$ cat config.mk
export PLATFORM = sky130hd
export DESIGN_NAME = xmodem_crc_sender
export DESIGN_NICKNAME = d
export VERILOG_FILES = /design/src/hw/rtl/xcs_pkg.sv /design/src/hw/rtl/xcs_ctrl.sv /design/src/hw/rtl/xcs_datapath.sv /design/src/hw/rtl/xmodem_crc_sender.sv
export SDC_FILE = /design/constraint.sdc
export NUM_CORES = 2
export LEC_CHECK = 0
export BUFFER_PORTS_ARGS = -buffer_cell sky130_fd_sc_hd__buf_4
export CELL_PAD_IN_SITES_DETAIL_PLACEMENT = 0
export CELL_PAD_IN_SITES_GLOBAL_PLACEMENT = 1
export CORE_MARGIN = 4
export CORE_UTILIZATION = 45
export CTS_CLUSTER_SIZE = 25
export DETAILED_ROUTE_END_ITERATION = 8
export HOLD_SLACK_MARGIN = 0.05
export PLACE_DENSITY = 0.66
export SLEW_MARGIN = 20
export SYNTH_ARGS = -nofsm -noshare
export SYNTH_HDL_FRONTEND = slang
export SYNTH_HIERARCHICAL = 1
export SYNTH_SLANG_ARGS = --single-unit
$ cat constraint.sdc
create_clock -name clk -period 16.3 [get_ports clk]
set_input_delay 1.63 -clock clk [delete_from_list [all_inputs] [get_ports clk]]
set_output_delay 1.63 -clock clk [all_outputs]
set_load 0.1 [all_outputs]
$ cat src/hw/rtl/xcs_pkg.sv
// ----------------------------------------------------------------------------
// xcs_pkg
// Types and constants shared by the XMODEM-CRC sender modules.
// ----------------------------------------------------------------------------
package xcs_pkg;

  localparam logic [1:0] CMD_LOAD = 2'd0;
  localparam logic [1:0] CMD_RX   = 2'd1;
  localparam logic [1:0] CMD_SLOT = 2'd2;
  localparam logic [1:0] CMD_TICK = 2'd3;

  localparam logic [1:0] ST_BUSY      = 2'd0;
  localparam logic [1:0] ST_DONE      = 2'd1;
  localparam logic [1:0] ST_CANCELLED = 2'd2;
  localparam logic [1:0] ST_TIMEOUT   = 2'd3;

  localparam logic [7:0] BYTE_SOH = 8'h01;
  localparam logic [7:0] BYTE_EOT = 8'h04;
  localparam logic [7:0] BYTE_ACK = 8'h06;
  localparam logic [7:0] BYTE_CAN = 8'h18;
  localparam logic [7:0] BYTE_C   = 8'h43;
  localparam logic [7:0] BYTE_PAD = 8'hff;

  localparam logic [15:0] CRC_POLY    = 16'h1021;
  localparam int          BLOCK_DATA  = 128;
  localparam logic [7:0]  POS_BLK     = 8'd1;
  localparam logic [7:0]  POS_BLK_INV = 8'd2;
  localparam logic [7:0]  POS_DATA    = 8'd3;
  localparam logic [7:0]  POS_CRC_HI  = 8'd131;
  localparam logic [7:0]  POS_LAST    = 8'd132;

  localparam logic [15:0] TIMEOUT_RESET = 16'd1000;

  // register word index on the configuration port
  localparam logic REG_ANSWER_TIMEOUT = 1'b0;

  typedef struct packed {
    logic [1:0] command;
    logic [7:0] data_byte;
    logic       data_last;
  } in_item_t;

  typedef struct packed {
    logic       tx_valid;
    logic [7:0] tx_byte;
    logic [1:0] status;
  } out_item_t;

  // controller to datapath
  typedef struct packed {
    logic       accept;
    logic       emit;
    logic       clear_xfer;
    logic       load_byte;
    logic       ack_advance;
    logic       frame_restart;
    logic       send_byte;
    logic       send_eot;
    logic       tick;
    logic [1:0] status;
  } xcs_cmd_t;

  // datapath to controller
  typedef struct packed {
    logic [1:0] command;
    logic       last;
    logic       is_c;
    logic       is_ack;
    logic       is_can;
    logic       no_data;
    logic       last_block;
    logic       frame_end;
    logic       timer_expired;
  } xcs_stat_t;

  function automatic logic [15:0] crc_byte(input logic [15:0] crc_in, input logic [7:0] b);
    logic [15:0] c;
    c = crc_in ^ {b, 8'h00};
    for (int k = 0; k < 8; k++) begin
      if (c[15]) begin
        c = {c[14:0], 1'b0} ^ CRC_POLY;
      end else begin
        c = {c[14:0], 1'b0};
      end
    end
    return c;
  endfunction

endpackage

$ cat src/hw/rtl/xcs_ctrl.sv
// ----------------------------------------------------------------------------
// xcs_ctrl
// Handshake sequencer and transfer phase state machine of the sender.
// ----------------------------------------------------------------------------
module xcs_ctrl
  import xcs_pkg::*;
(
  input  logic      clk,
  input  logic      rst_n,
  input  logic      start,
  output logic      busy,
  input  xcs_stat_t stat,
  output xcs_cmd_t  cmd
);

  typedef enum logic [1:0] {
    HS_IDLE = 2'b01,
    HS_EXEC = 2'b10
  } hs_state_t;

  typedef enum logic [7:0] {
    PH_LOADING  = 8'b0000_0001,
    PH_WAIT_C   = 8'b0000_0010,
    PH_SENDING  = 8'b0000_0100,
    PH_WAIT_ANS = 8'b0000_1000,
    PH_SEND_EOT = 8'b0001_0000,
    PH_DONE     = 8'b0010_0000,
    PH_CANCEL   = 8'b0100_0000,
    PH_TIMEOUT  = 8'b1000_0000
  } phase_t;

  hs_state_t hs_r, hs_nxt;
  phase_t    phase_r, phase_nxt;

  assign busy = (hs_r == HS_EXEC);

  always_ff @(posedge clk) begin
    if (!rst_n) begin
      hs_r    <= HS_IDLE;
      phase_r <= PH_LOADING;
    end else begin
      hs_r    <= hs_nxt;
      phase_r <= phase_nxt;
    end
  end

  always_comb begin
    hs_nxt    = hs_r;
    phase_nxt = phase_r;
    cmd       = '0;
    case (hs_r)
      HS_IDLE: begin
        if (start) begin
          cmd.accept = 1'b1;
          hs_nxt     = HS_EXEC;
        end
      end
      HS_EXEC: begin
        hs_nxt   = HS_IDLE;
        cmd.emit = 1'b1;
        case (stat.command)
          CMD_LOAD: begin
            if (phase_r inside {PH_LOADING, PH_DONE, PH_CANCEL, PH_TIMEOUT}) begin
              cmd.load_byte  = 1'b1;
              cmd.clear_xfer = (phase_r != PH_LOADING);
              phase_nxt      = stat.last ? PH_WAIT_C : PH_LOADING;
            end
          end
          CMD_RX: begin
            if (phase_r == PH_WAIT_C) begin
              if (stat.is_c) begin
                if (stat.no_data) begin
                  phase_nxt = PH_SEND_EOT;
                end else begin
                  phase_nxt         = PH_SENDING;
                  cmd.frame_restart = 1'b1;
                end
              end
            end else if (phase_r == PH_WAIT_ANS) begin
              if (stat.is_ack) begin
                cmd.ack_advance = 1'b1;
                if (stat.last_block) begin
                  phase_nxt = PH_SEND_EOT;
                end else begin
                  phase_nxt         = PH_SENDING;
                  cmd.frame_restart = 1'b1;
                end
              end else if (stat.is_can) begin
                phase_nxt = PH_CANCEL;
              end else begin
                phase_nxt         = PH_SENDING;
                cmd.frame_restart = 1'b1;
              end
            end
          end
          CMD_SLOT: begin
            if (phase_r == PH_SENDING) begin
              cmd.send_byte = 1'b1;
              if (stat.frame_end) begin
                phase_nxt = PH_WAIT_ANS;
              end
            end else if (phase_r == PH_SEND_EOT) begin
              cmd.send_eot = 1'b1;
              phase_nxt    = PH_DONE;
            end
          end
          default: begin
            if (phase_r == PH_WAIT_ANS) begin
              cmd.tick = 1'b1;
              if (stat.timer_expired) begin
                phase_nxt = PH_TIMEOUT;
              end
            end
          end
        endcase
        case (phase_nxt)
          PH_DONE:    cmd.status = ST_DONE;
          PH_CANCEL:  cmd.status = ST_CANCELLED;
          PH_TIMEOUT: cmd.status = ST_TIMEOUT;
          default:    cmd.status = ST_BUSY;
        endcase
      end
      default: begin
        hs_nxt = HS_IDLE;
      end
    endcase
  end

endmodule

$ cat src/hw/rtl/xcs_datapath.sv
// ----------------------------------------------------------------------------
// xcs_datapath
// Payload memory, frame counters, CRC, answer timer and result register.
// ----------------------------------------------------------------------------
module xcs_datapath
  import xcs_pkg::*;
#(
  parameter int MAX_TRANSFER_BYTES = 512
) (
  input  logic        clk,
  input  logic        rst_n,
  input  in_item_t    in_item,
  input  logic [15:0] timeout_ticks,
  input  xcs_cmd_t    cmd,
  output xcs_stat_t   stat,
  output logic        out_valid,
  output out_item_t   out_result
);

  localparam int CW = $clog2(MAX_TRANSFER_BYTES + 1);
  localparam int AW = $clog2(MAX_TRANSFER_BYTES);

  logic [7:0] mem [MAX_TRANSFER_BYTES];

  in_item_t    item_r;
  logic [7:0]  rd_r;
  logic [CW-1:0] loaded_r, loaded_nxt;
  logic [CW-1:0] offset_r, offset_nxt;
  logic [7:0]  block_r, block_nxt;
  logic [7:0]  pos_r, pos_nxt;
  logic [15:0] crc_r, crc_nxt;
  logic [15:0] timer_r, timer_nxt;
  logic        out_valid_r;
  out_item_t   out_r, out_nxt;

  logic [CW:0]   rd_idx;
  logic [CW-1:0] load_base;
  logic          wr_en;
  logic [7:0]    data_byte;
  logic [7:0]    frame_byte;
  logic [15:0]   timer_inc;
  logic [CW-1:0] remaining;

  assign rd_idx    = {1'b0, offset_r} + (CW+1)'(pos_r - POS_DATA);
  assign load_base = cmd.clear_xfer ? '0 : loaded_r;
  assign wr_en     = cmd.load_byte && (load_base < CW'(MAX_TRANSFER_BYTES));
  assign data_byte = (rd_idx < {1'b0, loaded_r}) ? rd_r : BYTE_PAD;
  assign timer_inc = (timer_r == 16'hffff) ? timer_r : timer_r + 16'd1;
  assign remaining = loaded_r - offset_r;

  always_ff @(posedge clk) begin
    if (cmd.accept) begin
      rd_r   <= mem[rd_idx[AW-1:0]];
      item_r <= in_item;
    end
    if (wr_en) begin
      mem[load_base[AW-1:0]] <= item_r.data_byte;
    end
  end

  always_comb begin
    stat.command       = item_r.command;
    stat.last          = item_r.data_last;
    stat.is_c          = (item_r.data_byte == BYTE_C);
    stat.is_ack        = (item_r.data_byte == BYTE_ACK);
    stat.is_can        = (item_r.data_byte == BYTE_CAN);
    stat.no_data       = (offset_r >= loaded_r);
    stat.last_block    = (remaining <= CW'(BLOCK_DATA));
    stat.frame_end     = (pos_r >= POS_LAST);
    stat.timer_expired = (timer_inc >= timeout_ticks);
  end

  always_comb begin
    loaded_nxt = loaded_r;
    offset_nxt = offset_r;
    block_nxt  = block_r;
    pos_nxt    = pos_r;
    crc_nxt    = crc_r;
    timer_nxt  = timer_r;
    frame_byte = 8'h00;

    if (cmd.clear_xfer) begin
      loaded_nxt = '0;
      offset_nxt = '0;
      block_nxt  = 8'd1;
      pos_nxt    = '0;
      crc_nxt    = '0;
      timer_nxt  = '0;
    end
    if (wr_en) begin
      loaded_nxt = load_base + CW'(1);
    end
    if (cmd.ack_advance) begin
      block_nxt  = block_r + 8'd1;
      offset_nxt = stat.last_block ? loaded_r : offset_r + CW'(BLOCK_DATA);
    end
    if (cmd.frame_restart) begin
      pos_nxt = '0;
      crc_nxt = '0;
    end
    if (cmd.send_byte) begin
      if (pos_r == 8'd0) begin
        crc_nxt    = '0;
        frame_byte = BYTE_SOH;
      end else if (pos_r == POS_BLK) begin
        frame_byte = block_r;
      end else if (pos_r == POS_BLK_INV) begin
        frame_byte = ~block_r;
      end else if (pos_r < POS_CRC_HI) begin
        frame_byte = data_byte;
        crc_nxt    = crc_byte(crc_r, data_byte);
      end else if (pos_r == POS_CRC_HI) begin
        frame_byte = crc_r[15:8];
      end else begin
        frame_byte = crc_r[7:0];
      end
      pos_nxt = pos_r + 8'd1;
      if (stat.frame_end) begin
        timer_nxt = '0;
      end
    end
    if (cmd.tick) begin
      timer_nxt = timer_inc;
    end

    out_nxt.tx_valid = cmd.send_byte | cmd.send_eot;
    out_nxt.tx_byte  = cmd.send_eot ? BYTE_EOT : frame_byte;
    out_nxt.status   = cmd.status;
  end

  always_ff @(posedge clk) begin
    if (!rst_n) begin
      loaded_r    <= '0;
      offset_r    <= '0;
      block_r     <= 8'd1;
      pos_r       <= '0;
      crc_r       <= '0;
      timer_r     <= '0;
      out_valid_r <= 1'b0;
    end else begin
      loaded_r    <= loaded_nxt;
      offset_r    <= offset_nxt;
      block_r     <= block_nxt;
      pos_r       <= pos_nxt;
      crc_r       <= crc_nxt;
      timer_r     <= timer_nxt;
      out_valid_r <= cmd.emit;
    end
  end

  always_ff @(posedge clk) begin
    if (cmd.emit) begin
      out_r <= out_nxt;
    end
  end

  assign out_valid  = out_valid_r;
  assign out_result = out_r;

endmodule

$ cat src/hw/rtl/xmodem_crc_sender.sv
// ----------------------------------------------------------------------------
// xmodem_crc_sender
// Sending side of XMODEM-CRC with a payload buffer and an APB timeout register.
// ----------------------------------------------------------------------------
// The accept edge latches the item and reads the payload memory; the transfer
// state, the CRC and the result register are updated from these registered
// values. busy is high for one cycle after each accept, so a new item is not
// taken until the last one is done. Every accepted item gives exactly one
// result, shown on out_result for one cycle with out_valid high; the receiver
// cannot stall and must take it then. Register 0 at byte address 0 holds
// answer_timeout_ticks.
// ----------------------------------------------------------------------------
module xmodem_crc_sender
  import xcs_pkg::*;
#(
  parameter int MAX_TRANSFER_BYTES = 512
) (
  input  logic        clk,
  input  logic        rst_n,
  input  logic        start,
  output logic        busy,
  input  in_item_t    in_item,
  output logic        out_valid,
  output out_item_t   out_result,
  input  logic        cfg_psel,
  input  logic        cfg_penable,
  input  logic        cfg_pwrite,
  input  logic [2:0]  cfg_paddr,
  input  logic [31:0] cfg_pwdata,
  output logic [31:0] cfg_prdata,
  output logic        cfg_pready
);

  logic [15:0] timeout_r;
  xcs_cmd_t    cmd;
  xcs_stat_t   stat;

  assign cfg_pready = 1'b1;
  assign cfg_prdata = (cfg_paddr[2] == REG_ANSWER_TIMEOUT) ? {16'h0000, timeout_r}
                                                           : 32'h0000_0000;

  always_ff @(posedge clk) begin
    if (!rst_n) begin
      timeout_r <= TIMEOUT_RESET;
    end else if (cfg_psel && cfg_penable && cfg_pwrite &&
                 (cfg_paddr[2] == REG_ANSWER_TIMEOUT)) begin
      timeout_r <= cfg_pwdata[15:0];
    end
  end

  xcs_ctrl u_ctrl (
    .clk   (clk),
    .rst_n (rst_n),
    .start (start),
    .busy  (busy),
    .stat  (stat),
    .cmd   (cmd)
  );

  xcs_datapath #(
    .MAX_TRANSFER_BYTES (MAX_TRANSFER_BYTES)
  ) u_datapath (
    .clk           (clk),
    .rst_n         (rst_n),
    .in_item       (in_item),
    .timeout_ticks (timeout_r),
    .cmd           (cmd),
    .stat          (stat),
    .out_valid     (out_valid),
    .out_result    (out_result)
  );

endmodule
Yosys cells after proc, flatten, opt, wreduce, memory -nomap -nowiden
Memories as Yosys holds them, arrays and structs flattened. A register that Yosys moved wholly into a read port is not among the register bits.
Index checks and enable logic that the tools add are counted.

word-level totals
  bits in writable memories = 4096
  output and inout bits = 46
  memories = 1
  bits of input ports = 52
  bits in registers = 117
  word-level logic and storage cells = 196

cells by class
  mux-type cells = 113
  eq/ne operators = 23
  reduce and logical (&&, ||, !) cells = 13
  add/subtract/negate cells = 8
  $lt $le $gt $ge = 7
  bitwise logic cells = 13

memory list
  name            depth  width  read ports  clocked after Yosys merged registers in  wr ports  line                RTL
  u_datapath.mem  512    8      1           1                                        1         xcs_datapath.sv:23  logic [7:0] mem [MAX_TRANSFER_BYTES];

operators with widths
  operator                                                         count
  16-bit two-way mux                                               48
  8-bit two-way mux                                                20
  13-bit two-way mux                                               8
  10-bit two-way mux                                               6
  8-bit by 7-bit == test with 1-bit output, second input constant  3
  8-bit == test, second input constant                             3
  3-bit inverter                                                   8
  8-bit case mux with 3 select lines                               1
  1-bit two-way mux                                                17
  16-bit by 1-bit adder with 16-bit output, second input constant  1
  8-bit by 1-bit adder with 8-bit output, second input constant    2
  16-bit == test, second input constant                            1
  8-bit by 1-bit == test with 1-bit output, second input constant  2
  8-bit by 2-bit == test with 1-bit output, second input constant  2
  8-bit by 3-bit == test with 1-bit output, second input constant  2
  8-bit by 5-bit == test with 1-bit output, second input constant  2
  8-bit by 6-bit == test with 1-bit output, second input constant  2
  16-bit >= comparator                                             1
  16-bit XOR                                                       1
  7-bit two-way mux                                                2
  2-bit two-way mux                                                6
  10-bit by 11-bit adder with 11-bit output                        1
  11-bit by 10-bit less-than comparator with 1-bit output          1
  10-bit by 1-bit adder with 10-bit output, second input constant  1
  other kinds (27)                                                 36

Longest topological paths before layout
  word-level depth = 61
  mapped depth = 25
  gate-level depth less buffers = 21

Modules after synthesis
Netlist, hierarchy kept.

modules (own cells, without submodules)
  module             cells each  times used  seq. area each (um^2)  area each (um^2)
  xcs_datapath       8152        1           125280.2               165467.4
  xmodem_crc_sender  106         1           320.3                  937.1
  xcs_ctrl           117         1           200.2                  850.8

Least setup slack after synthesis
Ideal clock, no wire load.

  kind = register to register
  start point = reg u_datapath/item_r[1] (netlist bit)
  end point = reg u_datapath.crc_r[9]
  setup time = 0.087 ns
  period minus slack after synthesis = 8.699 ns
  data required time = 16.213 ns
  path buffers = 1
  cell stages (with the launch flop) = 13
  path slack = 7.601 ns
  arrival = 8.612 ns
  path through = edfxtp_1 nor4_1 and4_1 nor2b_1 a21oi_1 a2bb2oi_1 nor2_1 nor2_1 a21boi_0 and2_1 buf_2 nand2_1 o31ai_1

RTL lines
  item                    line                 RTL
  start, declared         xcs_datapath.sv:25   in_item_t item_r;
  start signal, assigned  xcs_datapath.sv:54   item_r <= in_item;
  end signal, assigned    xcs_datapath.sv:145  crc_r <= crc_nxt;
  end, declared           xcs_datapath.sv:31   logic [15:0] crc_r, crc_nxt;

Worst setup path in the final report
  start point = reg u_datapath.pos_r[0]
  end point = reg u_datapath.rd_r[2] (read register of u_datapath.mem), data pin

between the ends
  longest elaborated chain between the ends = 2

ends and longest elaborated chain
  item                                         line                 RTL
  start, declared                              xcs_datapath.sv:30   logic [7:0] pos_r, pos_nxt;
  start signal, assigned                       xcs_datapath.sv:144  pos_r <= pos_nxt;
  8-bit by 2-bit subtractor with 9-bit output  xcs_datapath.sv:44   assign rd_idx = {1'b0, offset_r} + (CW+1)'(pos_r - POS_DATA);
  10-bit by 11-bit adder with 11-bit output    xcs_datapath.sv:44
  end, declared                                xcs_datapath.sv:26   logic [7:0] rd_r;

Every way passes these cells.
A chain may end at the register's enable or synchronous reset.

==> run_results.csv <==
group,metric,value,unit
synth,yosysTopAreaCell,"edfxtp_1",
clocking,cts_buffer_depth,4,
sta,rsz0062_at_grt,"no",
power,pwr-share-clk,44.3,%
routing,dr.pass1.iters,6,
power,combPwrFrac,1.3,%
sta,drv_slew,0,
setup_path,critical_path_arrival,8.13,ns
setup_path,path_max_fanout,123,
routing,first_iter_violations,11400,
sta,clock_skew,0.0780,ns
run_status,status,"completed",
synth,synthArstFlopShare,0,%
routing,vias,84700,
power,powerDensity,117,nW/um^2
sta,fin_crit_sh,45.6,%
synth,synthCells,8375,
setup_path,crit_type,"reg2reg",
clocking,cts_resized,0,
die,die_h,618,microns
sta,tightest_slew,1.28,ns
setup_path,required,17.00,ns
die,die_x,618,microns
synth,netlist_top_cells_area,"edfxtp_1 74%, mux4_2 15%, nand2_1 1.5%",
die,placementRows,223,
sta,slew_headroom,13.7,%
power,leakage,57.9,nW
grt,grt_pass1_vias,84700,
synth,ys_warn_count,6,
synth,ys_seq_area_share,75.2,%
sta,finalSetupViolations,0,
die,coreArea,370000,sq um
place,gp_congestion,0.825,
grt,grt_start_max_net_pins,220,
routing,vias_per_cell,6.11,
synth,syn_area,167000,sq um
place,io_buffers,62,
setup_path,worst_setup_path_start_kind,"flop",
synth,synth_edf_count,4126,
grt,grt-ovfl-total,0,
power,seq_power_share,54.4,%
power,p_sw,4.38,mW
clocking,clk_pin_slew_worst_paths,0.06,ns
synth,syn_area_per_cell,20.0,sq um
sta,final.min_clock_period,7.43,ns
power,ir_drop,0.0000879,V
synth,synth.most_common_cell,"edfxtp_1",
grt,grt_usage,23.3,%
clocking,clk-insertion-delay-late,0.98,ns
power,switching_share,20.0,%
clocking,cts_tree,"done",
cells_and_area,drive_gt1_share,23.0,%
cells_and_area,stdcell_count,13900,
synth,netlist.area_leader.share,74.1,%
routing,drt-total-wl,448,mm
die,io_pins,98,
sta,hold_viol_final,0,
synth,yosys_register_bits,4221,
clocking,post_cts_buffers,0,
sta,fmax,135,MHz
synth,synth_cell_types,88,
cells_and_area,area_growth,12.1,%
synth,synth_common_cells,"4126 x edfxtp_1, 1126 x mux4_2, 674 x nand2_1",
routing,routedWlPerCell,32.3,microns
grt,antenna_found_initial,32,
flow_run,max_cap_viol_count,0,
setup_path,crit_path_end_kind,"flop",
sta,final.setup.tns,0,ns
routing,ant_nets,0,
clocking,cts_root_buffer,"clkbuf_16",
die,start_util,45.2,%
cells_and_area,fin_nets,8653,
grt,grt_pass1_wl,639,mm
worst_hold_path,hold_path_class,"reg2reg",
clocking,cts_sinks,4221,
clocking,htree_levels,5,
power,p_int,17.6,mW
routing,drc_errors,0,
place,hpwl,258,mm
synth,synth-main-ff-cell,"edfxtp_1",
place,placed_cells,13100,
clocking,cts_hold_buf,0,
die,dieArea,381000,sq um
clocking,cts-buffers-inserted,432,
==> sequential cells by signal, indices dropped and copies added, names as in the netlist, 10 cells and up <==
register / count
timeout_r: 16
u_datapath/offset_r: 10
u_datapath/crc_r: 16
u_datapath/loaded_r: 10
u_datapath/out_result: 11
u_datapath/mem: 4096
u_datapath/timer_r: 16
==> kinds of logic after synthesis <==
family                   after synthesis  synth area share [%]
multiplexers                        1230                  15.8
other                                  2               0.00449
AO/OA/AOI/OAI                        472                  1.97
adder cells (fa/ha/maj)               59                 0.446
buffers and inverters                580                  1.69
AND/OR/NAND/NOR                     1747                  4.54
XOR/XNOR                              64                 0.344
flip-flops                          4221                  75.2
==> routing by layer <==
metal / track usage (%) / vias up / share of wire (%)
met5: 0 / - / 0.0027
met4: 6.11 / 2 / 2.8
met3: 4.45 / 588 / 9.0
met2: 36.6 / 3874 / 48
met1: 33.6 / 45700 / 41
li1: - / 34600 / -
==> stage by stage <==
stage               worst slack, ns  utilization, %  power, mW  hold slack [ns]  area, sq um
finish                         8.87            50.7       21.9            0.476       187000
global route                   8.83            50.7       22.6            0.493       187000
CTS                            9.07            50.6       22.1            0.478       187000
detailed placement             9.10            46.9       12.5            0.469       173000
global placement               9.11            46.9       12.4            0.466       173000
floorplan                      7.60               -       12.4            0.443       167000
==> layout make-up <==
| cell class | instances | area (sq um) |
|---|---|---|
| clock buffer | 530 | 11400 |
| clock inverter | 267 | 2500 |
| inverter | 58 | 235 |
| multi-input combinational | 3589 | 39100 |
| sequential | 4221 | 126000 |
| tap | 4950 | 6190 |
| timing repair buffer | 240 | 2200 |
| fill | 29300 | 182000 |
| antenna | 10 | 25.0 |
==> critical path, stage by stage (launching register included) <==
cell and delay [ns]:
dfxtp_1 0.47, inv_1 0.19, ha_1 0.40, fa_4 1.26, buf_12 0.54, buf_12 0.52
buf_4 0.76, mux4_2 0.43, mux4_2 0.52, nand2_1 0.15, nand3_1 0.17, a21oi_1 0.73
nor4_1 0.16, nor4b_1 0.20
==> cell usage in the layout (no fill, tap or decap), types with 75 or more instances in the layout <==
cell and n:
a21oi_1 75, buf_4 207, clkbuf_1 88, clkbuf_16 441, clkinv_1 120, dfxtp_1 95
edfxtp_1 4126, mux2i_1 96, mux4_2 1126, nand2_1 661, nand3_1 154, nor2_1 601
o21ai_0 80
==> final timing paths <==
check / start / to / slack, ns / cells after the start
hold reg to reg: timeout_r[15]$_SDFFE_PN0P_ / timeout_r[15]$_SDFFE_PN0P_ / 0.48 / 2
setup reg to reg: u_datapath/pos_r[0]$_SDFFE_PN0P_ / u_datapath/rd_r[2]$_DFFE_PP_ / 8.87 / 13
hold / removal: timeout_r[15]$_SDFFE_PN0P_ / timeout_r[15]$_SDFFE_PN0P_ / 0.48 / 2
setup / recovery: u_datapath/pos_r[0]$_SDFFE_PN0P_ / u_datapath/rd_r[2]$_DFFE_PP_ / 8.87 / 13
==> power groups by stage <==
stage,logic [mW],registers [mW],clock network (mW)
2_1_floorplan,0.0464,12.4,0
3_3_place_gp,0.259,12.2,0
3_5_place_dp,0.279,12.2,0
4_1_cts,0.277,11.9,9.90
5_1_grt,0.299,11.9,10.4
6_report,0.280,11.9,9.72
Power figures use the tool's default switching activity.
